`src/design/iir_transposed_df2_filter_defines.svh`:
```
// Assertion macros shared by the IIR filter design files.
`ifndef IIR_TRANSPOSED_DF2_FILTER_DEFINES_SVH
`define IIR_TRANSPOSED_DF2_FILTER_DEFINES_SVH

// Clocked check that is switched off while reset is asserted.
`define IIRTDF_ASSERT(lbl, prop, msg) \
  lbl: assert property (@(posedge clk_i) disable iff (!rst_ni) prop) else $error(msg);

// Clocked check that also holds during reset.
`define IIRTDF_ASSERT_ALWAYS(lbl, prop, msg) \
  lbl: assert property (@(posedge clk_i) prop) else $error(msg);

`endif

```
`src/design/iirtdf_pkg.sv`:
```
// Shared types and constants of the transposed direct form II IIR filter.
package iirtdf_pkg;

  localparam int unsigned ORDER_DEF = 2;
  localparam int unsigned ORDER_MAX = 3;

  localparam int unsigned SAMPLE_W = 16;
  localparam int unsigned COEF_W   = 18;
  localparam int unsigned PROD_W   = SAMPLE_W + COEF_W;
  localparam int unsigned TAP_W    = 40;
  // Sum of a tap and two products, with headroom for the saturation check.
  localparam int unsigned SUM_W    = TAP_W + 2;
  localparam int unsigned FRAC_W   = 14;

  localparam int unsigned ADDR_W   = 5;
  localparam int unsigned DATA_W   = 32;

  // Register indexes on the configuration port.
  localparam logic [2:0] REG_B0 = 3'd0;
  localparam logic [2:0] REG_B1 = 3'd1;
  localparam logic [2:0] REG_B2 = 3'd2;
  localparam logic [2:0] REG_B3 = 3'd3;
  localparam logic [2:0] REG_A1 = 3'd4;
  localparam logic [2:0] REG_A2 = 3'd5;
  localparam logic [2:0] REG_A3 = 3'd6;

  localparam logic signed [COEF_W-1:0] B0_RESET = 18'sd16384;

  // Step strobes handed from the sequencer to every cell.
  typedef struct packed {
    logic mul_x;
    logic mul_y;
    logic upd;
  } cell_ctrl_t;

endpackage

```
`src/design/iirtdf_cell.sv`:
```
// One tap cell: holds a 40-bit tap, shares one multiplier for the feedforward and feedback terms.
module iirtdf_cell
  import iirtdf_pkg::*;
(
  input  logic                       clk_i,
  input  logic                       rst_ni,
  input  cell_ctrl_t                 ctrl_i,
  input  logic signed [SAMPLE_W-1:0] x_i,
  input  logic signed [SAMPLE_W-1:0] y_i,
  input  logic signed [COEF_W-1:0]   b_i,
  input  logic signed [COEF_W-1:0]   a_i,
  input  logic signed [TAP_W-1:0]    tap_next_i,
  output logic signed [TAP_W-1:0]    tap_o,
  output logic                       sat_o
);

  logic signed [SAMPLE_W-1:0] mul_a;
  logic signed [COEF_W-1:0]   mul_b;
  logic signed [PROD_W-1:0]   prod;
  logic signed [PROD_W-1:0]   xb_q;
  logic signed [PROD_W-1:0]   ya_q;
  logic signed [SUM_W-1:0]    sum;
  logic signed [TAP_W-1:0]    tap_q;
  logic signed [TAP_W-1:0]    tap_d;

  assign mul_a = ctrl_i.mul_y ? y_i : x_i;
  assign mul_b = ctrl_i.mul_y ? a_i : b_i;
  assign prod  = mul_a * mul_b;

  always_ff @(posedge clk_i) begin
    if (ctrl_i.mul_x) begin
      xb_q <= prod;
    end
    if (ctrl_i.mul_y) begin
      ya_q <= prod;
    end
  end

  // The top three bits of the sum disagree exactly when it leaves the 40-bit range.
  always_comb begin
    sum   = SUM_W'(tap_next_i) + SUM_W'(xb_q) - SUM_W'(ya_q);
    sat_o = (sum[SUM_W-1:TAP_W-1] != '0) && (sum[SUM_W-1:TAP_W-1] != '1);
    if (sat_o) begin
      tap_d = sum[SUM_W-1] ? {1'b1, {(TAP_W-1){1'b0}}} : {1'b0, {(TAP_W-1){1'b1}}};
    end else begin
      tap_d = sum[TAP_W-1:0];
    end
  end

  always_ff @(posedge clk_i or negedge rst_ni) begin
    if (!rst_ni) begin
      tap_q <= '0;
    end else if (ctrl_i.upd) begin
      tap_q <= tap_d;
    end
  end

  assign tap_o = tap_q;

endmodule

```
`src/design/iir_transposed_df2_filter.sv`:
```
// Top level of the transposed direct form II IIR filter: registers, sequencer and cell row.
//
//  channel   | direction | handshake              | payload
//  s_axis    | in        | tvalid / tready        | tdata[15:0] sample_in
//  m_axis    | out       | tvalid / tready        | tdata[15:0] sample_out, tuser clipped
//  apb       | in        | psel, penable, pready  | paddr[4:2] register, pwdata[17:0]
//
// An item's result is loaded into the output register with the tap update, and the next item
// is taken after that: one step multiplies the sample by b0 and by every cell's b, one rounds
// and saturates the output, one forms the feedback products, and one updates the taps.
// A new item is taken only while the sequencer is idle; a waiting result does not block it.
// If the previous result is still not taken, the tap update step waits for the output slot.
// Reset clears the taps, the sequencer and the output valid, and restores the coefficients.
module iir_transposed_df2_filter
  import iirtdf_pkg::*;
#(
  parameter int unsigned ORDER = ORDER_DEF
) (
  input  logic              clk_i,
  input  logic              rst_ni,
  input  logic              s_axis_tvalid,
  output logic              s_axis_tready,
  input  logic [15:0]       s_axis_tdata,   // [15:0] sample_in
  output logic              m_axis_tvalid,
  input  logic              m_axis_tready,
  output logic [15:0]       m_axis_tdata,   // [15:0] sample_out
  output logic              m_axis_tuser,   // [0] clipped
  input  logic              psel,
  input  logic              penable,
  input  logic              pwrite,
  input  logic [ADDR_W-1:0] paddr,
  input  logic [DATA_W-1:0] pwdata,
  output logic [DATA_W-1:0] prdata,
  output logic              pready
);

  `include "iir_transposed_df2_filter_defines.svh"

  localparam logic [2:0] S_IDLE = 3'd0;
  localparam logic [2:0] S_MUL  = 3'd1;
  localparam logic [2:0] S_OUT  = 3'd2;
  localparam logic [2:0] S_FB   = 3'd3;
  localparam logic [2:0] S_UPD  = 3'd4;

  // Coefficient registers.
  logic signed [COEF_W-1:0] b_q [ORDER_MAX+1];
  logic signed [COEF_W-1:0] a_q [ORDER_MAX];
  logic [2:0]               reg_idx;
  logic                     cfg_wr;
  logic [COEF_W-1:0]        rd_coef;

  assign pready  = 1'b1;
  assign reg_idx = paddr[ADDR_W-1:2];
  assign cfg_wr  = psel && penable && pwrite && pready;

  always_ff @(posedge clk_i or negedge rst_ni) begin
    if (!rst_ni) begin
      b_q[0] <= B0_RESET;
      b_q[1] <= '0;
      b_q[2] <= '0;
      b_q[3] <= '0;
      a_q[0] <= '0;
      a_q[1] <= '0;
      a_q[2] <= '0;
    end else if (cfg_wr) begin
      unique case (reg_idx)
        REG_B0:  b_q[0] <= pwdata[COEF_W-1:0];
        REG_B1:  b_q[1] <= pwdata[COEF_W-1:0];
        REG_B2:  b_q[2] <= pwdata[COEF_W-1:0];
        REG_B3:  b_q[3] <= pwdata[COEF_W-1:0];
        REG_A1:  a_q[0] <= pwdata[COEF_W-1:0];
        REG_A2:  a_q[1] <= pwdata[COEF_W-1:0];
        REG_A3:  a_q[2] <= pwdata[COEF_W-1:0];
        default: ;
      endcase
    end
  end

  always_comb begin
    unique case (reg_idx)
      REG_B0:  rd_coef = b_q[0];
      REG_B1:  rd_coef = b_q[1];
      REG_B2:  rd_coef = b_q[2];
      REG_B3:  rd_coef = b_q[3];
      REG_A1:  rd_coef = a_q[0];
      REG_A2:  rd_coef = a_q[1];
      REG_A3:  rd_coef = a_q[2];
      default: rd_coef = '0;
    endcase
  end

  assign prdata = {{(DATA_W-COEF_W){rd_coef[COEF_W-1]}}, rd_coef};

  // Sequencer.
  logic [2:0] state_q;
  logic [2:0] state_d;
  logic       in_acc;
  logic       out_free;
  logic       load_out;
  cell_ctrl_t ctrl;

  assign s_axis_tready = (state_q == S_IDLE);
  assign in_acc        = s_axis_tvalid && s_axis_tready;
  assign out_free      = !m_axis_tvalid || m_axis_tready;
  assign load_out      = (state_q == S_UPD) && out_free;

  always_comb begin
    state_d = state_q;
    unique case (state_q)
      S_IDLE:  if (in_acc) state_d = S_MUL;
      S_MUL:   state_d = S_OUT;
      S_OUT:   state_d = S_FB;
      S_FB:    state_d = S_UPD;
      S_UPD:   if (out_free) state_d = S_IDLE;
      default: state_d = S_IDLE;
    endcase
  end

  always_ff @(posedge clk_i or negedge rst_ni) begin
    if (!rst_ni) begin
      state_q <= S_IDLE;
    end else begin
      state_q <= state_d;
    end
  end

  assign ctrl.mul_x = (state_q == S_MUL);
  assign ctrl.mul_y = (state_q == S_FB);
  assign ctrl.upd   = load_out;

  // Datapath for the output sample.
  logic signed [SAMPLE_W-1:0]       x_q;
  logic signed [PROD_W-1:0]         p0_q;
  logic signed [SUM_W-1:0]          acc;
  logic signed [SUM_W-FRAC_W-1:0]   y_full;
  logic                             y_sat;
  logic signed [SAMPLE_W-1:0]       y_sat_val;
  logic signed [SAMPLE_W-1:0]       y_q;
  logic                             clip_q;
  logic signed [TAP_W-1:0]          taps [ORDER];
  logic [ORDER-1:0]                 tap_sat;

  always_ff @(posedge clk_i) begin
    if (in_acc) begin
      x_q <= s_axis_tdata;
    end
    if (state_q == S_MUL) begin
      p0_q <= x_q * b_q[0];
    end
  end

  // Round half up, then an arithmetic shift gives the floor.
  always_comb begin
    acc    = SUM_W'(taps[0]) + SUM_W'(p0_q) + SUM_W'(1 << (FRAC_W - 1));
    y_full = acc[SUM_W-1:FRAC_W];
    y_sat  = (y_full[SUM_W-FRAC_W-1:SAMPLE_W-1] != '0) &&
             (y_full[SUM_W-FRAC_W-1:SAMPLE_W-1] != '1);
    if (y_sat) begin
      y_sat_val = y_full[SUM_W-FRAC_W-1] ? {1'b1, {(SAMPLE_W-1){1'b0}}}
                                         : {1'b0, {(SAMPLE_W-1){1'b1}}};
    end else begin
      y_sat_val = y_full[SAMPLE_W-1:0];
    end
  end

  always_ff @(posedge clk_i) begin
    if (state_q == S_OUT) begin
      y_q    <= y_sat_val;
      clip_q <= y_sat;
    end
  end

  // Row of tap cells; each cell adds its right neighbor's old tap.
  for (genvar i = 0; i < ORDER; i++) begin : g_cell
    logic signed [TAP_W-1:0] tap_next;
    if (i == ORDER - 1) begin : g_last
      assign tap_next = '0;
    end else begin : g_mid
      assign tap_next = taps[i+1];
    end

    iirtdf_cell u_cell (
      .clk_i      (clk_i),
      .rst_ni     (rst_ni),
      .ctrl_i     (ctrl),
      .x_i        (x_q),
      .y_i        (y_q),
      .b_i        (b_q[i+1]),
      .a_i        (a_q[i]),
      .tap_next_i (tap_next),
      .tap_o      (taps[i]),
      .sat_o      (tap_sat[i])
    );
  end

  // Output register.
  logic        m_valid_q;
  logic [15:0] m_data_q;
  logic        m_user_q;

  always_ff @(posedge clk_i or negedge rst_ni) begin
    if (!rst_ni) begin
      m_valid_q <= 1'b0;
    end else if (load_out) begin
      m_valid_q <= 1'b1;
    end else if (m_axis_tready) begin
      m_valid_q <= 1'b0;
    end
  end

  always_ff @(posedge clk_i) begin
    if (load_out) begin
      m_data_q <= y_q;
      m_user_q <= clip_q || (|tap_sat);
    end
  end

  assign m_axis_tvalid = m_valid_q;
  assign m_axis_tdata  = m_data_q;
  assign m_axis_tuser  = m_user_q;

  `IIRTDF_ASSERT(a_accept_starts, in_acc |=> state_q == S_MUL, "accepted item did not start")
  `IIRTDF_ASSERT(a_result_from_upd, $rose(m_axis_tvalid) |-> $past(state_q) == S_UPD,
                 "result appeared outside the update step")
  `IIRTDF_ASSERT(a_upd_waits, (state_q == S_UPD) && m_axis_tvalid && !m_axis_tready
                 |=> state_q == S_UPD, "tap update ran over a pending result")
  `IIRTDF_ASSERT(a_fb_follows_out, state_q == S_OUT |=> state_q == S_FB,
                 "feedback step did not follow the output step")
  `IIRTDF_ASSERT_ALWAYS(a_ready_idle, s_axis_tready |-> !ctrl.upd && !ctrl.mul_y,
                        "input ready while cells are busy")

endmodule

```
`config.mk`:
```
export PLATFORM = sky130hd
export DESIGN_NAME = iir_transposed_df2_filter
export DESIGN_NICKNAME = d
export VERILOG_FILES = /design/src/design/iirtdf_pkg.sv /design/src/design/iirtdf_cell.sv /design/src/design/iir_transposed_df2_filter.sv
export VERILOG_INCLUDE_DIRS = /design/src /design/src/design
export SDC_FILE = /design/constraint.sdc
export NUM_CORES = 2
export LEC_CHECK = 0
export BUFFER_PORTS_ARGS = -buffer_cell sky130_fd_sc_hd__buf_2
export CORE_ASPECT_RATIO = 1.4
export CORE_MARGIN = 2
export CORE_UTILIZATION = 35
export DETAILED_ROUTE_END_ITERATION = 10
export PLACE_DENSITY = 0.48
export SKIP_CTS_REPAIR_TIMING = 1
export SLEW_MARGIN = 20
export SYNTH_ARGS = -nofsm -noshare
export SYNTH_HDL_FRONTEND = slang
export SYNTH_HIERARCHICAL = 1
export SYNTH_SLANG_ARGS = --single-unit
```
`constraint.sdc`:
```
create_clock -name clk_i -period 14.6 [get_ports clk_i]
set_clock_uncertainty 0.05 [all_clocks]
set_input_delay 0.73 -clock clk_i [delete_from_list [all_inputs] [get_ports clk_i]]
set_output_delay 0.73 -clock clk_i [all_outputs]
set_load 0.05 [all_outputs]
```
Word level (Yosys, flattened, before mapping)
Cells that the tools add are included.
{ "classes": {"multipliers": 3, "eq_ne": 15, "n_reduce_logical": 25, "addsub": 5, "muxes": 15} }
{ "ops": {"columns": ["cell", "n"], "rows": [
  ["two-way mux 40 bit", 4],
  ["case mux 18 bit (7 select lines)", 1],
  ["multiplier 16 x 18 -> 34 bit", 3],
  ["adder 40 x 34 -> 41 bit", 2],
  ["two-way mux 16 bit", 3],
  ["adder 41 x 15 -> 42 bit, second input constant", 1],
  ["subtractor 41 x 34 -> 42 bit", 1],
  ["two-way mux 18 bit", 2],
  ["subtractor 34 x 34 -> 35 bit", 1],
  ["AND reduction 2 bit", 8],
  ["case mux 3 bit (5 select lines)", 1],
  ["inequality test 13 bit, second input constant", 1],
  ["nonzero test 13 bit", 1],
  ["== test 3 x 2 -> 1 bit, second input constant", 4],
  ["== test 3 bit, second input constant", 4],
  ["logical AND 1 bit", 7],
  ["== test 3 x 1 -> 1 bit, second input constant", 2],
  ["logical NOT 3 bit", 2],
  ["two-way mux 3 bit", 2],
  ["inequality test 3 bit, second input constant", 2],
  ["nonzero test 3 bit", 2],
  ["logical OR 1 bit", 2],
  ["two-way mux 1 bit", 2],
  ["inequality test 2 x 1 -> 1 bit, second input constant", 1],
  ["other kinds (4)", 4]
]} }
{ "totals": {"elab_cells": 84, "in_bits": 60, "output_inout_bits": 52, "ff_bits": 430} }

Longest topological paths before layout
{ "logic_depth": {"word_depth": 6, "ltp_mapped": 28, "mapped_depth_nobuf": 26} }

Modules after synthesis
The synthesis kept the hierarchy.
{ "modules_own_cells": {"columns": ["module", "n_inst", "area_each_um2", "seq_area_each_um2", "cells_each"], "rows": [
  ["iir_transposed_df2_filter", 1, 21898.5, 5776.8, 2079],
  ["iirtdf_cell (g_cell[1].u_cell)", 1, 18316.3, 3042.9, 1959],
  ["iirtdf_cell (g_cell[0].u_cell)", 1, 18235.0, 3042.9, 1909]
]} }

Worst setup path after synthesis
No wires, ideal clock.
{ "synth_path": {"path_kind": "register to register", "startpoint": "register state_q[2]", "endpoint": "register g_cell[1].u_cell.xb_q[33], data pin", "path_buffers": 3, "synth_period_minus_slack_ns": 9.500, "stages_incl_launch_ff": 27, "setup_slack_ns": 5.100, "required_ns": 14.308, "setup_time_ns": 0.242, "arrival_ns": 9.208, "path_cell_list": "dfrtp_1 -> and3b_1 -> clkbuf_1 -> buf_1 -> clkbuf_1 -> mux2i_1 -> nor2_1 -> fa_1 -> inv_1 -> fa_1 -> fa_1 -> inv_1 -> fa_1 -> fa_1 -> inv_1 -> fa_1 -> inv_1 -> ha_1 -> a21o_1 -> a21o_1 -> a221oi_1 -> a21oi_1 -> o2111ai_1 -> a21boi_0 -> o31ai_1 -> mux2i_1 -> a2111oi_0"} }
{ "synth_rtl": {"columns": ["item", "line", "text"], "rows": [
  ["from (decl)", "iir_transposed_df2_filter.sv:95", "logic [2:0] state_q;"],
  ["from (signal assigned)", "iir_transposed_df2_filter.sv:123", "state_q <= state_d;"],
  ["to (signal assigned)", "iirtdf_cell.sv:32", "xb_q <= prod;"],
  ["to (decl)", "iirtdf_cell.sv:20", "logic signed [PROD_W-1:0] xb_q;"]
]} }

==> key figures <==
Status
  • Status: finished, final reports clean

Cells and area
  • Sequential Area: 11,860 µm²
  • Commonest non-fill, non-tap cell in the layout: inv_1
  • Layout fillers: approximately 17,000
  • Most used cells in the layout excluding fill and tap cells: 1,333 x inv_1, 950 x fa_1, 505 x nand2_1, 477 x nor2_1, 420 x ha_1
  • Final-stage net count: about 7,500
  • Share of cells above drive strength 1: 9.306%
  • Synthesis-to-finish area growth: 8.676%
  • Multi-input logic area: roughly 40,000 µm²

Worst setup path
  • CP most frequent cell: fa_1
  • R2R Path Start: state_q[2]$_DFFE_PN0P_
  • CP Data Arrival Time: 9.65 ns
  • Kind of end point of the critical path: flip-flop
  • R2R depth: 24
  • Reg2reg setup slack: 5.30 ns
  • CP startpoint: state_q[2]$_DFFE_PN0P_
  • Slowest cell on crit path: mux2i_2
  • Reg2reg end: g_cell[1].u_cell/ya_q[32]$_DFFE_PP_
  • Top cell family by delay on the critical path: adder cells
  • Worst-path cell chain: and3b_4 > buf_12 > mux2i_2 > nor2_1 > fa_1 > inv_1 > fa_1 > fa_1 > inv_1 > fa_1 > fa_1 > inv_1 > fa_1 > inv_1 > ha_1 > and3_1 > nand2_1 > o311ai_0 > a21oi_1 > a21oi_1 > a2111o_1 > a31o_2 > a21oi_1 > xnor2_1
  • Crit-path max cell delay: between 0.9 and 1 ns
  • Required time of the critical path: 14.95 ns
  • Critical path capture point: g_cell[1].u_cell/ya_q[32]$_DFFE_PP_
  • Worst Path Max Fanout: 117
  • Critical path type: flip-flop to flip-flop
  • WP depth: 24
  • Crit path buffers/inverters: 5
  • Element type at the critical path start: flip-flop

Global route
  • Vias in the first global route: around 45,000
  • Initial antenna violation count: 17
  • Tot GR Track Use: 21.10%
  • Global route total overflow: 0
  • First-pass GRT wire length: roughly 270 mm
  • Largest net degree at the start of global routing: between 100 and 150

Drt
  • DR DRC count: 0
  • TritonRoute pass-1 iters: 5
  • Vias post-DR: 41,340
  • Routed len/inst: 21.01 µm
  • Vias per std cell: ~5.0
  • Final WL: 173.1 mm
  • Starting DRT DRC Count: roughly 2,100
  • Final ANT Viol Nets: 0

CTS
  • Worst skew pair latency: 0.68 ns
  • H-tree depth: 2
  • Clk slew on worst S/H paths: 0.06 ns
  • Total CTS buffers: between 50 and 60
  • Longest Clk Path Bufs: 3
  • Clk sinks: 430
  • CTS tree: built
  • Clock Tree Root: clkbuf_16

Synthesis
  • Ys Warns: 6
  • Post-synthesis cell type count: 94
  • Synth Register Bits: 430
  • Primary FF master, synth: edfxtp_1
  • Post-Synthesis Cells: 5,947
  • Synth Cell Area: 58,450 µm²
  • Async S/R FF share, synth: 48.84%
  • Average size of a mapped cell: 9.828 µm²
  • Register area share after synthesis: between 20% and 30%
  • Post-synth EDFFs: 220

Die
  • Die width: about 350 µm
  • Die height: 487.5 µm
  • Rows: 177
  • Die area: ~170,000 µm²
  • Core Area: 166,100 µm²
  • Initial core utilization: 35.19%
  • Top Ports: around 110

Placed design
  • PortBufs: 94
  • Placer Congestion: 0.8930
  • Post-DP HPWL: 141.1 mm

Timing
  • Headroom to the max-slew limit: 16.83%
  • Fin crit share: 63.71%
  • RSZ-0062 raised after global routing: false
  • Final setup fails: 0
  • Fmax: roughly 0.11 GHz
  • Min Tclk post-route: 9.301 ns
  • Post-route setup TNS: 0 ns
  • Final-report hold violation count: 0
  • Worst-margin pin slew: 1.239 ns
  • Fin. max-slew vios: 0

Job
  • Max cap viols: 0

Worst hold path
  • Worst Hold Class: input pin to async pin
==> cell type report <==
type	count	share of cell area, %
sequential	430	18.68
clock inverter	27	0.4786
clock buffer	70	2.297
tap	2148	4.231
inverter	1335	7.889
antenna	8	0.03152
multi-input combinational	4030	64.47
timing repair buffer	190	1.930
==> state kept, by name (all words and copies together) (netlist names) <==
register,count
p0_q,34
m_axis_tvalid,1
g_cell.u_cell/xb_q,68
clip_q,1
g_cell.u_cell/tap_o,80
a_q,54
y_q,16
m_axis_tdata,16
x_q,16
b_q,72
m_axis_tuser,1
g_cell.u_cell/ya_q,68
state_q,3
==> cell families (layout without fill, tap and decap cells) <==
group,after synthesis,after routing,synth area share [%]
compound gates,750,750,8.969
xor+xnor,205,205,3.098
fa+ha+maj,1370,1370,41.53
buf+inv,1526,1622,10.04
flops,430,430,20.30
mux,284,284,5.553
other cells,2,49,0.01285
simple gates,1380,1380,10.50
==> how the worst min path moves through the flow <==
stage	from	to	slack, ns	depth (start not counted)
after floorplan	rst_ni	a_q[0]$_DFFE_PN0P_	0.38	0
after global placement	g_cell[1].u_cell/tap_o[39]$_DFFE_PN0P_	g_cell[1].u_cell/tap_o[39]$_DFFE_PN0P_	0.43	1
after detailed placement	g_cell[1].u_cell/tap_o[39]$_DFFE_PN0P_	g_cell[1].u_cell/tap_o[39]$_DFFE_PN0P_	0.43	1
after CTS	rst_ni	a_q[38]$_DFFE_PN0P_	0.05	1
after global routing	rst_ni	a_q[13]$_DFFE_PN0P_	0.1	1
final	rst_ni	a_q[12]$_DFFE_PN0P_	0.04	1
==> per-stage QoR <==
stage,cells,cell area [µm²],hold WS [ns],setup slack (ns),util [%]
2_1_floorplan,5986,58600,0.3844,5.100,-
3_3_place_gp,8133,61730,0.4288,4.823,37.16
3_5_place_dp,8133,61730,0.4290,5.156,37.17
4_1_cts,8230,63500,0.04674,5.111,38.23
5_1_grt,8238,63520,0.09836,4.682,38.24
6_report,8238,63520,0.03849,5.299,38.24
==> layer usage <==
| layer | up-vias | global-route usage, % | part of all wire (%) |
|---|---|---|---|
| met5 | - | 0 | 0.028 |
| met4 | 8 | 9.414 | 5.1 |
| met3 | 276 | 2.138 | 3.5 |
| met2 | 728 | 39.50 | 53 |
| met1 | 21390 | 24.00 | 38 |
| li1 | 18940 | - | - |
==> Yosys cell counts, types with 25 or more instances <==
cell      count  area (µm²)
inv_1      1334        5007
fa_1        950       19020
nand2_1     505        1896
nor2_1      477        1790
ha_1        420        5255
edfxtp_1    220        6606
a21oi_1     211        1056
dfrtp_1     209        5230
mux2_2      188        2117
xnor2_1     158        1384
and2_1      155       969.7
clkbuf_1    133       499.2
o21ai_0     102       510.5
a21o_1       97       728.2
mux2i_1      82       820.8
a221o_1      76       760.7
xor2_1       45       394.1
nor3_1       37       185.2
o21bai_1     35       262.8
nand4_1      34       212.7
a31oi_1      33       206.5
nand2b_1     33       206.5
nand3_1      33       165.2
o21a_1       33       247.7
nor2b_1      25       156.4
Power is left out: the tool's default activity adds up to more than one toggle a clock period on the data nets, which glitch-free logic cannot reach.
